[src/rtl/bgts_pkg.sv]
`timescale 1ns / 1ps
`default_nettype none
// ----------------------------------------------------------------------------
// bgts_pkg
// Shared types and codes of the guarded transition step block: commands,
// classified operations, result kinds and the result record.
// ----------------------------------------------------------------------------
package bgts_pkg;

  // Input command codes, carried on the input tuser.
  typedef enum logic [1:0] {
    CMD_STATE_WR = 2'd0,
    CMD_ENTRY_WR = 2'd1,
    CMD_STEP     = 2'd2
  } cmd_t;

  // Operation classes handed from the front to the back.
  typedef enum logic [1:0] {
    OP_STATE_WR = 2'd0,
    OP_ENTRY_WR = 2'd1,
    OP_STEP     = 2'd2,
    OP_BAD_SRC  = 2'd3
  } op_kind_t;

  // Result kinds, carried on the output tuser.
  typedef enum logic [1:0] {
    KIND_ACK     = 2'd0,
    KIND_MATCH   = 2'd1,
    KIND_NOMATCH = 2'd2,
    KIND_BADSRC  = 2'd3
  } kind_t;

  // Configuration register indexes.
  localparam logic CFG_ACTIVE_STATES = 1'b0;
  localparam logic CFG_GROUP_BASE    = 1'b1;

  localparam logic [6:0] ACTIVE_STATES_RESET = 7'd1;

  // A step gives at most this many matches.
  localparam int MAX_MATCHES = 16;

  // Back-end sequencer states.
  typedef enum logic [2:0] {
    ST_CLEAR,
    ST_IDLE,
    ST_INFO,
    ST_SCAN,
    ST_DONE
  } seq_state_t;

  typedef struct packed {
    op_kind_t    kind;
    logic        wr_ok;
    logic [5:0]  src;
    logic [3:0]  slot;
    logic        accept_bit;
    logic [4:0]  slot_cnt;
    logic [29:0] pos_mask;
    logic [29:0] neg_mask;
    logic [5:0]  dest_state;
    logic [9:0]  trans_index;
    logic [29:0] pred_mask;
  } op_t;

  typedef struct packed {
    kind_t       kind;
    logic [5:0]  next_state;
    logic [14:0] group;
    logic        source_accept;
    logic [4:0]  match_number;
    logic        last;
  } res_t;

endpackage
`default_nettype wire

[src/rtl/bgts_front.sv]
`timescale 1ns / 1ps
`default_nettype none
// ----------------------------------------------------------------------------
// bgts_front
// Accept input beats, unpack them and classify each into an operation for
// the back end; range-check writes and step sources, drop unknown commands.
// ----------------------------------------------------------------------------
module bgts_front #(
  parameter int STATES = 64,
  parameter int SLOTS  = 16
) (
  input  wire logic               rst,
  input  wire logic               s_tvalid,
  output logic                    s_tready,
  input  wire logic [127:0]       s_tdata,
  input  wire logic [1:0]         s_tuser,
  input  wire logic [6:0]         active_states,
  input  wire logic               clearing,
  input  wire logic               q_full,
  output logic                    push,
  output bgts_pkg::op_t           op
);

  logic [5:0] sel;
  logic       pre;
  logic [3:0] slot;
  logic [4:0] tcnt;
  logic [5:0] src;
  logic       take;

  assign sel  = s_tdata[5:0];
  assign pre  = s_tdata[6];
  assign slot = s_tdata[10:7];
  assign tcnt = s_tdata[16:12];
  assign src  = pre ? 6'd0 : sel;

  // Hold off while the queue is full or the state table is being cleared.
  assign s_tready = !q_full && !clearing && !rst;
  assign take     = s_tvalid && s_tready;

  always_comb begin
    op.kind        = bgts_pkg::OP_STEP;
    op.wr_ok       = 1'b0;
    op.src         = sel;
    op.slot        = slot;
    op.accept_bit  = s_tdata[11];
    op.slot_cnt    = (32'(tcnt) > SLOTS) ? 5'(SLOTS) : tcnt;
    op.pos_mask    = s_tdata[46:17];
    op.neg_mask    = s_tdata[76:47];
    op.dest_state  = s_tdata[82:77];
    op.trans_index = s_tdata[92:83];
    op.pred_mask   = s_tdata[122:93];
    push           = 1'b0;
    unique case (bgts_pkg::cmd_t'(s_tuser))
      bgts_pkg::CMD_STATE_WR: begin
        op.kind  = bgts_pkg::OP_STATE_WR;
        op.wr_ok = 32'(sel) < STATES;
        push     = take;
      end
      bgts_pkg::CMD_ENTRY_WR: begin
        op.kind  = bgts_pkg::OP_ENTRY_WR;
        op.wr_ok = (32'(sel) < STATES) && (32'(slot) < SLOTS);
        push     = take;
      end
      bgts_pkg::CMD_STEP: begin
        // Map the pre-initial source to state 0; flag any source at or beyond the states in use.
        op.src = src;
        if (({1'b0, src} >= active_states) || (32'(src) >= STATES)) begin
          op.kind = bgts_pkg::OP_BAD_SRC;
        end else begin
          op.kind = bgts_pkg::OP_STEP;
        end
        push = take;
      end
      default: begin
        // Unknown command: accept and drop.
        push = 1'b0;
      end
    endcase
  end

endmodule
`default_nettype wire

[config.mk]
export PLATFORM = sky130hd
export DESIGN_NAME = bgts_front
export DESIGN_NICKNAME = d
export VERILOG_FILES = /design/src/rtl/bgts_pkg.sv /design/src/rtl/bgts_front.sv
export SDC_FILE = /design/constraint.sdc
export NUM_CORES = 1
export LEC_CHECK = 0
export BUFFER_PORTS_ARGS = -buffer_cell sky130_fd_sc_hd__clkbuf_2
export CORE_AREA = 2 2 103 105
export DETAILED_ROUTE_END_ITERATION = 6
export DIE_AREA = 0 0 105 107
export PLACE_DENSITY = 0.52
export SYNTH_ARGS = -nofsm -noshare
export SYNTH_HDL_FRONTEND = slang
export SYNTH_SLANG_ARGS = --single-unit
[constraint.sdc]
create_clock -name vclk -period 1.85
set_input_delay 0.2775 -clock vclk [all_inputs]
set_output_delay 0.2775 -clock vclk [all_outputs]
set_load 0.1 [all_outputs]
==> results.ini <==
[power]
p_comb_frac = 1.000
switchingPower_mw = 0.204
p_int_mw = 0.0855
powerDensity_nw_per_um2 = 345
p_clk_frac = 0
power_mw = 0.290
p_leak_nw = 0.379
power_frac_seq = 0
ir_drop_mv = 0.110
sw_frac_of_total = 0.705

[grt]
antenna_found_initial = 1
grtUsageMet3 = 0.0310
grt_busiest_layer = met2
use_met2 = 0.0714
grt_max_degree = 7
grt_pass1_vias = 655
grt.met1_usage = 0.0339
grt.total_usage = 0.0474
grt-ovfl-total = 0
grt_pass1_wl_mm = 3.97

[sta]
period_minus_slack_ns = 1.88
hold_violations = 0
max_freq_ghz = 0.531
fin_crit_sh = 1.02
slew_headroom = 0.625
rsz0062_at_grt = yes
layout_setup_ws_ns = -0.0345
drv_slew = 0
max_slew.worst_pin.slew_ns = 0.566
setup_viol = 1

[die]
dieArea_sq_um = 11200
die_w_um = 105
io_pins = 268
die_h_um = 107
core_sq_um = 10100
rows = 37
initial_core_util = 0.112

[placed_design]
port-buffer-count = 41
placed_cell_area_sq_um = 787
gp_congestion = 0.692
place_ws_ns = -0.151
hpwlAfterDp_mm = 2.63

[final_layout]
clkbuf_count = 0
fillCellCount = 1199
design_area_sq_um = 841
seq_cells = 0
multi_input_area_sq_um = 372
antenna_cells = 0
final_util = 0.0833
drive_gt1_frac = 0.709
seq_area_sq_um = 0
area_growth_pct = -25.4
final_nets = 235

[worst_setup_path]
start_kind = input port
required_ns = 1.57
crit_path_max_fanout = 5
critPathMaxStageDelay_ns = 0.24
arrival_ns = 1.61
critPathCaptureType = output port
slowest_stage = o2111ai_2
criticalPathCategory = input port to output port
cp_cell_sequence = clkbuf_8, buf_6, nor2b_4, ha_1, o21a_1, o2111ai_2, o221ai_4, buf_12

[yosys]
synth-seq-area-share = 0
yosys.cell_types.count = 18
avgSynthCellArea_sq_um = 7.27
synth_cells = 155
syn_area_sq_um = 1130
synth_top_area_frac = 0.739
synth_top_cell_by_area = buf_4
synth_area_leaders = buf_4 (74%), ha_1 (6.7%), nor2b_1 (6.1%), and2_1 (3.3%), inv_1 (2.0%)
syn_nets = 302
netlist_top_cells_count = buf_4 (111), nor2b_1 (11), and2_1 (6), ha_1 (6), inv_1 (6)
ys_warn_count = 0
yosysMostFrequentCell = buf_4

[hold_path]
hold_class = input port to output port

[route]
ant_nets = 0
dr.pass1.iters = 2
via_per_inst = 2.73
drc_errors = 0
num_vias = 607
drtIter0Drc = 4
wirelength_mm = 2.94
wl_per_cell_um = 13.2

[flow_run]
cap_violations = 0

[status]
outcome = finished, violations left
violations = setup timing

[clock_network]
cts_hold_buf = 0

==> power groups by stage <==
stage                     Clock, mW  Combinational (mW)  Sequential [mW]
after floorplan                   0                1.33                0
after detailed placement          0               0.280                0
final                             0               0.290                0
after global routing              0               0.307                0
after CTS                         0               0.290                0
after global placement            0               0.278                0
==> kinds of logic (layout without fill, tap and decap cells) <==
group | Yosys count | after routing | synth area share
buffers and inverters | 120 | 51 | 0.770
AND/OR/NAND/NOR | 24 | 24 | 0.129
AO/OA/AOI/OAI | 5 | 5 | 0.0344
adder cells (fa/ha/maj) | 6 | 6 | 0.0666
==> area by class of cell <==
cell class                 count  area share
inverter                       7      0.0313
multi-input combinational     35       0.442
tap                          136       0.202
timing repair buffer          44       0.324
==> timing repair <==
| item | 4_1_cts | 5_1_grt |
|---|---|---|
| pin swaps | 2 | 5 |
| buffers inserted | 0 | 0 |
| resized for setup | 4 | 4 |
| setup endpoints to repair | 1 | 1 |
==> per-layer routing <==
metal / vias to the layer above / wire length (um)
li1: 232 / -
met1: 231 / 692
met2: 78 / 1190
met3: 64 / 609
met4: 2 / 429
met5: - / 13
==> final timing paths <==
kind	startpoint	endpoint	slack, ns	depth (start not counted)
max	s_tdata[6]	op[123]	-0.03	8
min	s_tdata[46]	op[105]	0.56	0
==> critical path, delay by kind of cell <==
family / cells / cell delay [ns]
and+or+nand+nor: 1 / 0.10
buffers and inverters: 3 / 0.43
adders and majority gates: 1 / 0.23
AOI/OAI and AO/OA: 3 / 0.57
==> per-stage QoR <==
step	setup TNS (ns)	hold WS [ns]	instances
detailed placement	-0.151	0.556	222
floorplan	-0.0576	0.662	155
CTS	-0.103	0.556	222
finish	-0.0345	0.555	222
global placement	-0.107	0.556	222
global route	-0.106	0.555	222
==> cell usage in the layout, fill, tap and decap left out, drive strengths merged <==
cell     synthesis  routed
nor3             1       1
ha               6       6
nand2b           2       2
inv              7       7
o21a             1       1
and3             1       1
and2             6       6
nand2            2       2
clkbuf           1      38
a2111oi          1       1
o2111ai          1       1
o221ai           1       1
a21oi            1       1
or4              1       1
buf            112       6
nor2b           11      11
No activity file was read; power rests on OpenSTA's default activity.
