--- config.mk ---
export PLATFORM = sky130hd
export DESIGN_NAME = bgts_queue
export DESIGN_NICKNAME = d
export VERILOG_FILES = /design/src/rtl/bgts_pkg.sv /design/src/rtl/bgts_queue.sv
export SDC_FILE = /design/constraint.sdc
export NUM_CORES = 1
export LEC_CHECK = 0
export BUFFER_PORTS_ARGS = -buffer_cell sky130_fd_sc_hd__buf_2
export CAP_MARGIN = 20
export CORE_MARGIN = 10
export CORE_UTILIZATION = 35
export CTS_CLUSTER_DIAMETER = 50
export DETAILED_ROUTE_END_ITERATION = 16
export GPL_TIMING_DRIVEN = 0
export SKIP_CTS_REPAIR_TIMING = 1
export SLEW_MARGIN = 15
export SYNTH_ARGS = -nofsm -noshare
export SYNTH_HDL_FRONTEND = slang
export SYNTH_SLANG_ARGS = --single-unit
--- constraint.sdc ---
create_clock -name clk -period 7.2 [get_ports clk]
set_clock_uncertainty 0.2 [all_clocks]
set_input_delay 0 -clock clk [delete_from_list [all_inputs] [get_ports clk]]
set_output_delay 0 -clock clk [all_outputs]
set_load 0.01 [all_outputs]
--- src/rtl/bgts_pkg.sv ---
`timescale 1ns / 1ps
`default_nettype none
// ----------------------------------------------------------------------------
// bgts_pkg
// Shared types and codes of the guarded transition step block: commands,
// classified operations, result kinds and the result record.
// ----------------------------------------------------------------------------
package bgts_pkg;

  // Input command codes, carried on the input tuser.
  typedef enum logic [1:0] {
    CMD_STATE_WR = 2'd0,
    CMD_ENTRY_WR = 2'd1,
    CMD_STEP     = 2'd2
  } cmd_t;

  // Operation classes handed from the front to the back.
  typedef enum logic [1:0] {
    OP_STATE_WR = 2'd0,
    OP_ENTRY_WR = 2'd1,
    OP_STEP     = 2'd2,
    OP_BAD_SRC  = 2'd3
  } op_kind_t;

  // Result kinds, carried on the output tuser.
  typedef enum logic [1:0] {
    KIND_ACK     = 2'd0,
    KIND_MATCH   = 2'd1,
    KIND_NOMATCH = 2'd2,
    KIND_BADSRC  = 2'd3
  } kind_t;

  // Configuration register indexes.
  localparam logic CFG_ACTIVE_STATES = 1'b0;
  localparam logic CFG_GROUP_BASE    = 1'b1;

  localparam logic [6:0] ACTIVE_STATES_RESET = 7'd1;

  // A step gives at most this many matches.
  localparam int MAX_MATCHES = 16;

  // Back-end sequencer states.
  typedef enum logic [2:0] {
    ST_CLEAR,
    ST_IDLE,
    ST_INFO,
    ST_SCAN,
    ST_DONE
  } seq_state_t;

  typedef struct packed {
    op_kind_t    kind;
    logic        wr_ok;
    logic [5:0]  src;
    logic [3:0]  slot;
    logic        accept_bit;
    logic [4:0]  slot_cnt;
    logic [29:0] pos_mask;
    logic [29:0] neg_mask;
    logic [5:0]  dest_state;
    logic [9:0]  trans_index;
    logic [29:0] pred_mask;
  } op_t;

  typedef struct packed {
    kind_t       kind;
    logic [5:0]  next_state;
    logic [14:0] group;
    logic        source_accept;
    logic [4:0]  match_number;
    logic        last;
  } res_t;

endpackage
`default_nettype wire

--- src/rtl/bgts_queue.sv ---
`timescale 1ns / 1ps
`default_nettype none
// ----------------------------------------------------------------------------
// bgts_queue
// Two-entry operation queue between the front and the back end.
// ----------------------------------------------------------------------------
module bgts_queue (
  input  wire logic          clk,
  input  wire logic          rst,
  input  wire logic          push,
  input  wire bgts_pkg::op_t push_op,
  output logic               full,
  output logic               q_valid,
  output bgts_pkg::op_t      q_op,
  input  wire logic          pop
);

  localparam logic [1:0] DEPTH = 2'd2;

  bgts_pkg::op_t slots [2];
  logic          wr_ptr;
  logic          rd_ptr;
  logic [1:0]    count;
  logic          do_push;
  logic          do_pop;

  assign full    = count == DEPTH;
  assign q_valid = count != 2'd0;
  assign q_op    = slots[rd_ptr];
  assign do_push = push && !full;
  assign do_pop  = pop && q_valid;

  always_ff @(posedge clk) begin
    if (do_push) begin
      slots[wr_ptr] <= push_op;
    end
  end

  always_ff @(posedge clk) begin
    if (rst) begin
      wr_ptr <= 1'b0;
      rd_ptr <= 1'b0;
      count  <= 2'd0;
    end else begin
      if (do_push) begin
        wr_ptr <= !wr_ptr;
      end
      if (do_pop) begin
        rd_ptr <= !rd_ptr;
      end
      if (do_push && !do_pop) begin
        count <= count + 2'd1;
      end else if (do_pop && !do_push) begin
        count <= count - 2'd1;
      end
    end
  end

endmodule
`default_nettype wire

==> out/results.ini <==
[clocking]
cts_made_buffers = 29
clock_sinks = 255
cts_tree = done
clockBufferDepth = 3
cts_max_level = 1
cts_root_buf = clkbuf_16
clock_latency_ns = 0.53
cts.clk_slew.worst_paths_ns = 0.06

[floorplan]
coreArea_mm2 = 0.0267
die_area_mm2 = 0.0339
initial_utilization = 0.353
die_width_um = 184
die_y_um = 184
rows = 60
ios = 256

[critical_path]
cp-start-kind = flop
crit_arrival_ns = 2.38
r2r_start = count[0]
cp_max_fo = 66
path_class = flop to flop
critPathCaptureType = flop
reg2regPathDepth = 4
slowest_stage = inv_6
path_cells = nor2b_2, or3_1, inv_6, buf_16
cp_slowest_stage_delay_ns = 0.46
reg2reg_slack_ns = 4.81
worstPathRequired_ns = 7.19
r2r-end = slots[0][107]
critPathLaunch = count[0]

[synth]
synth_top_area_frac = 0.796
ys_seq_area_frac = 0.806
synth.largest_area_cell = edfxtp_1
synth_cells = 414
synth.most_common_cell = edfxtp_1
synth_cell_types = 16
synth_edf_count = 250
ys_async_sr_fraction = 0
yosys_warnings = 0
avgSynthCellArea_um2 = 22.8
synth_area_mm2 = 0.00944
synth_nets = 544
synth_seq_cells = 255
synth_flop_cell = edfxtp_1
synthTopCellsByArea = edfxtp_1 80%, mux2_2 8.9%, mux2_4 8.0%
synthTopCellsByCount = 250 x edfxtp_1, 75 x mux2_2, 50 x mux2_4, 7 x buf_2, 7 x buf_6

[run_status]
violations = hold timing
outcome = finished with violations

[power]
powerDensity_mw_per_mm2 = 324
ir_worst_vdd_uv = 186
finalPower_mw = 4.49
p_leak_nw = 5.35

[worst_hold_path]
holdPathEnd = slots[1][84]
holdPathStages = 2
hold_class = input port to flop
min_from = push_op[84]

[timing]
finalHoldViolCount = 7
rsz0062_at_grt = no
setup_ws_ns = 4.81
fin_tns_setup_ns = 0
finalSetupViolCount = 0
relSlewSlack = 0.584
max_freq_mhz = 418
whs_ns = -0.0100
maxSlewViolCount = 0
worst_pin_slew_ns = 0.624
fin_crit_sh = 0.333
post-route-min-period_ns = 2.39

[placed_design]
dp_slack_ns = 4.81
hpwl_mm = 14.3
port_buffers = 255
dp_cells = 1013
gp_congestion = 0.702

[route]
wl_per_cell_um = 18.2
drc = 0
viasPerCell = 4.46
drt_wl_total_mm = 22.6
first_pass_iters = 4
drt_iter0_markers = 270
drtAntennaViolNets = 0
vias = 5537

[global_route]
overflow = 0
grt_max_degree = 67
grt_pass1_wl_mm = 30.4
grt_util_all_layers = 0.114
grt_pass1_vias = 5399
antenna_found_initial = 2

[layout]
fin_util = 0.519
area.growth.synth_to_final_pct = 47.1
nNetsFinal = 1008
layout-drive-gt1-share = 0.491
final_cell_count_no_fill = 1241

[job]
drv_cap = 0

## critical path, delay by kind of cell (launching register included)
family	cells	cell delay, ns
DFF	1	0.44
and+or+nand+nor	2	0.48
buffers and inverters	2	0.82
## per-stage QoR
| step | hold slack, ns | area [um2] |
|---|---|---|
| finish | -0.0100 | 13900 |
| global route | -0.0212 | 13900 |
| CTS | -0.577 | 12100 |
| detailed placement | -0.00840 | 11200 |
| global placement | -0.0127 | 11100 |
| floorplan | -0.131 | 9440 |
## cells by family (layout without fill, tap and decap cells)
| logic type | after synthesis | in the layout | share of synthesized area |
|---|---|---|---|
| adders and majority gates | 1 | 1 | 0.00133 |
| xor gates and xnor gates | 3 | 3 | 0.00278 |
| DFF | 255 | 255 | 0.806 |
| and+or+nand+nor | 9 | 9 | 0.00517 |
| other | 0 | 2 | 0 |
| AOI/OAI and AO/OA | 5 | 5 | 0.00265 |
| muxes | 125 | 125 | 0.169 |
| buffers and inverters | 16 | 500 | 0.0129 |
## sequential cells by signal, summed over array words and instances, names as in the netlist, named ones only
signal	flops
slots	250
rd_ptr	1
wr_ptr	1
count	2
## worst max path at each step
stage | to | slack (ns) | cells past startpoint
after floorplan | slots[1][0] | 3.00 | 3
after global placement | slots[1][112] | 1.47 | 3
after detailed placement | slots[0][81] | 4.81 | 4
after CTS | slots[0][82] | 4.79 | 4
after global routing | slots[0][77] | 4.67 | 4
final | slots[0][107] | 4.81 | 4
## layout make-up
class / count / area [um2]
timing repair buffer: 433 / 3110
clock buffer: 34 / 744
buffer: 14 / 114
antenna: 2 / 5.00
fill: 2125 / 12800
sequential: 255 / 7610
clock inverter: 17 / 146
tap: 341 / 427
multi-input combinational: 143 / 1710
inverter: 2 / 12.5
## report_power, final
part / internal [mW] / switching, mW / leakage (nW) / total, mW
sequential: 1.86 / 0.0497 / 2.38 / 1.91
clock: 0.808 / 0.560 / 0.432 / 1.37
combinational: 0.603 / 0.609 / 2.54 / 1.21
total: 3.28 / 1.22 / 5.35 / 4.49
## routing by layer
metal  global-route usage  up-vias  wire length, um  part of all wire
met5                    0        -                0                 0
met4               0.0370        0              588             0.026
met3               0.0433       47             1620             0.072
met2                0.194      208            11900              0.53
met1                0.128     2704             8530              0.38
li1                     -     2578                -                 -
## layout by cell type, fill, tap and decap left out
| cell type | Yosys | final |
|---|---|---|
| o21ai_0 | 3 | 3 |
| clkinvlp_4 | 0 | 2 |
| buf_6 | 7 | 7 |
| buf_2 | 7 | 262 |
| dlygate4sd3_1 | 0 | 175 |
| buf_16 | 0 | 3 |
| or2_2 | 1 | 1 |
| inv_1 | 2 | 1 |
| clkinv_4 | 0 | 1 |
| nor2_1 | 4 | 4 |
| xor2_1 | 3 | 3 |
| inv_8 | 0 | 1 |
| clkbuf_16 | 0 | 29 |
| clkinv_2 | 0 | 4 |
| mux2_2 | 75 | 75 |
| clkbuf_1 | 0 | 5 |
| nor2b_2 | 1 | 1 |
| clkinv_1 | 0 | 6 |
| or3_1 | 2 | 2 |
| diode_2 | 0 | 2 |
| bufinv_16 | 0 | 2 |
| inv_6 | 0 | 2 |
| edfxtp_1 | 250 | 250 |
| ha_1 | 1 | 1 |
| dfxtp_1 | 5 | 5 |
| mux2_4 | 50 | 50 |
| a21oi_1 | 2 | 2 |
| and2_4 | 0 | 1 |
(Power assumes the default switching activity.)
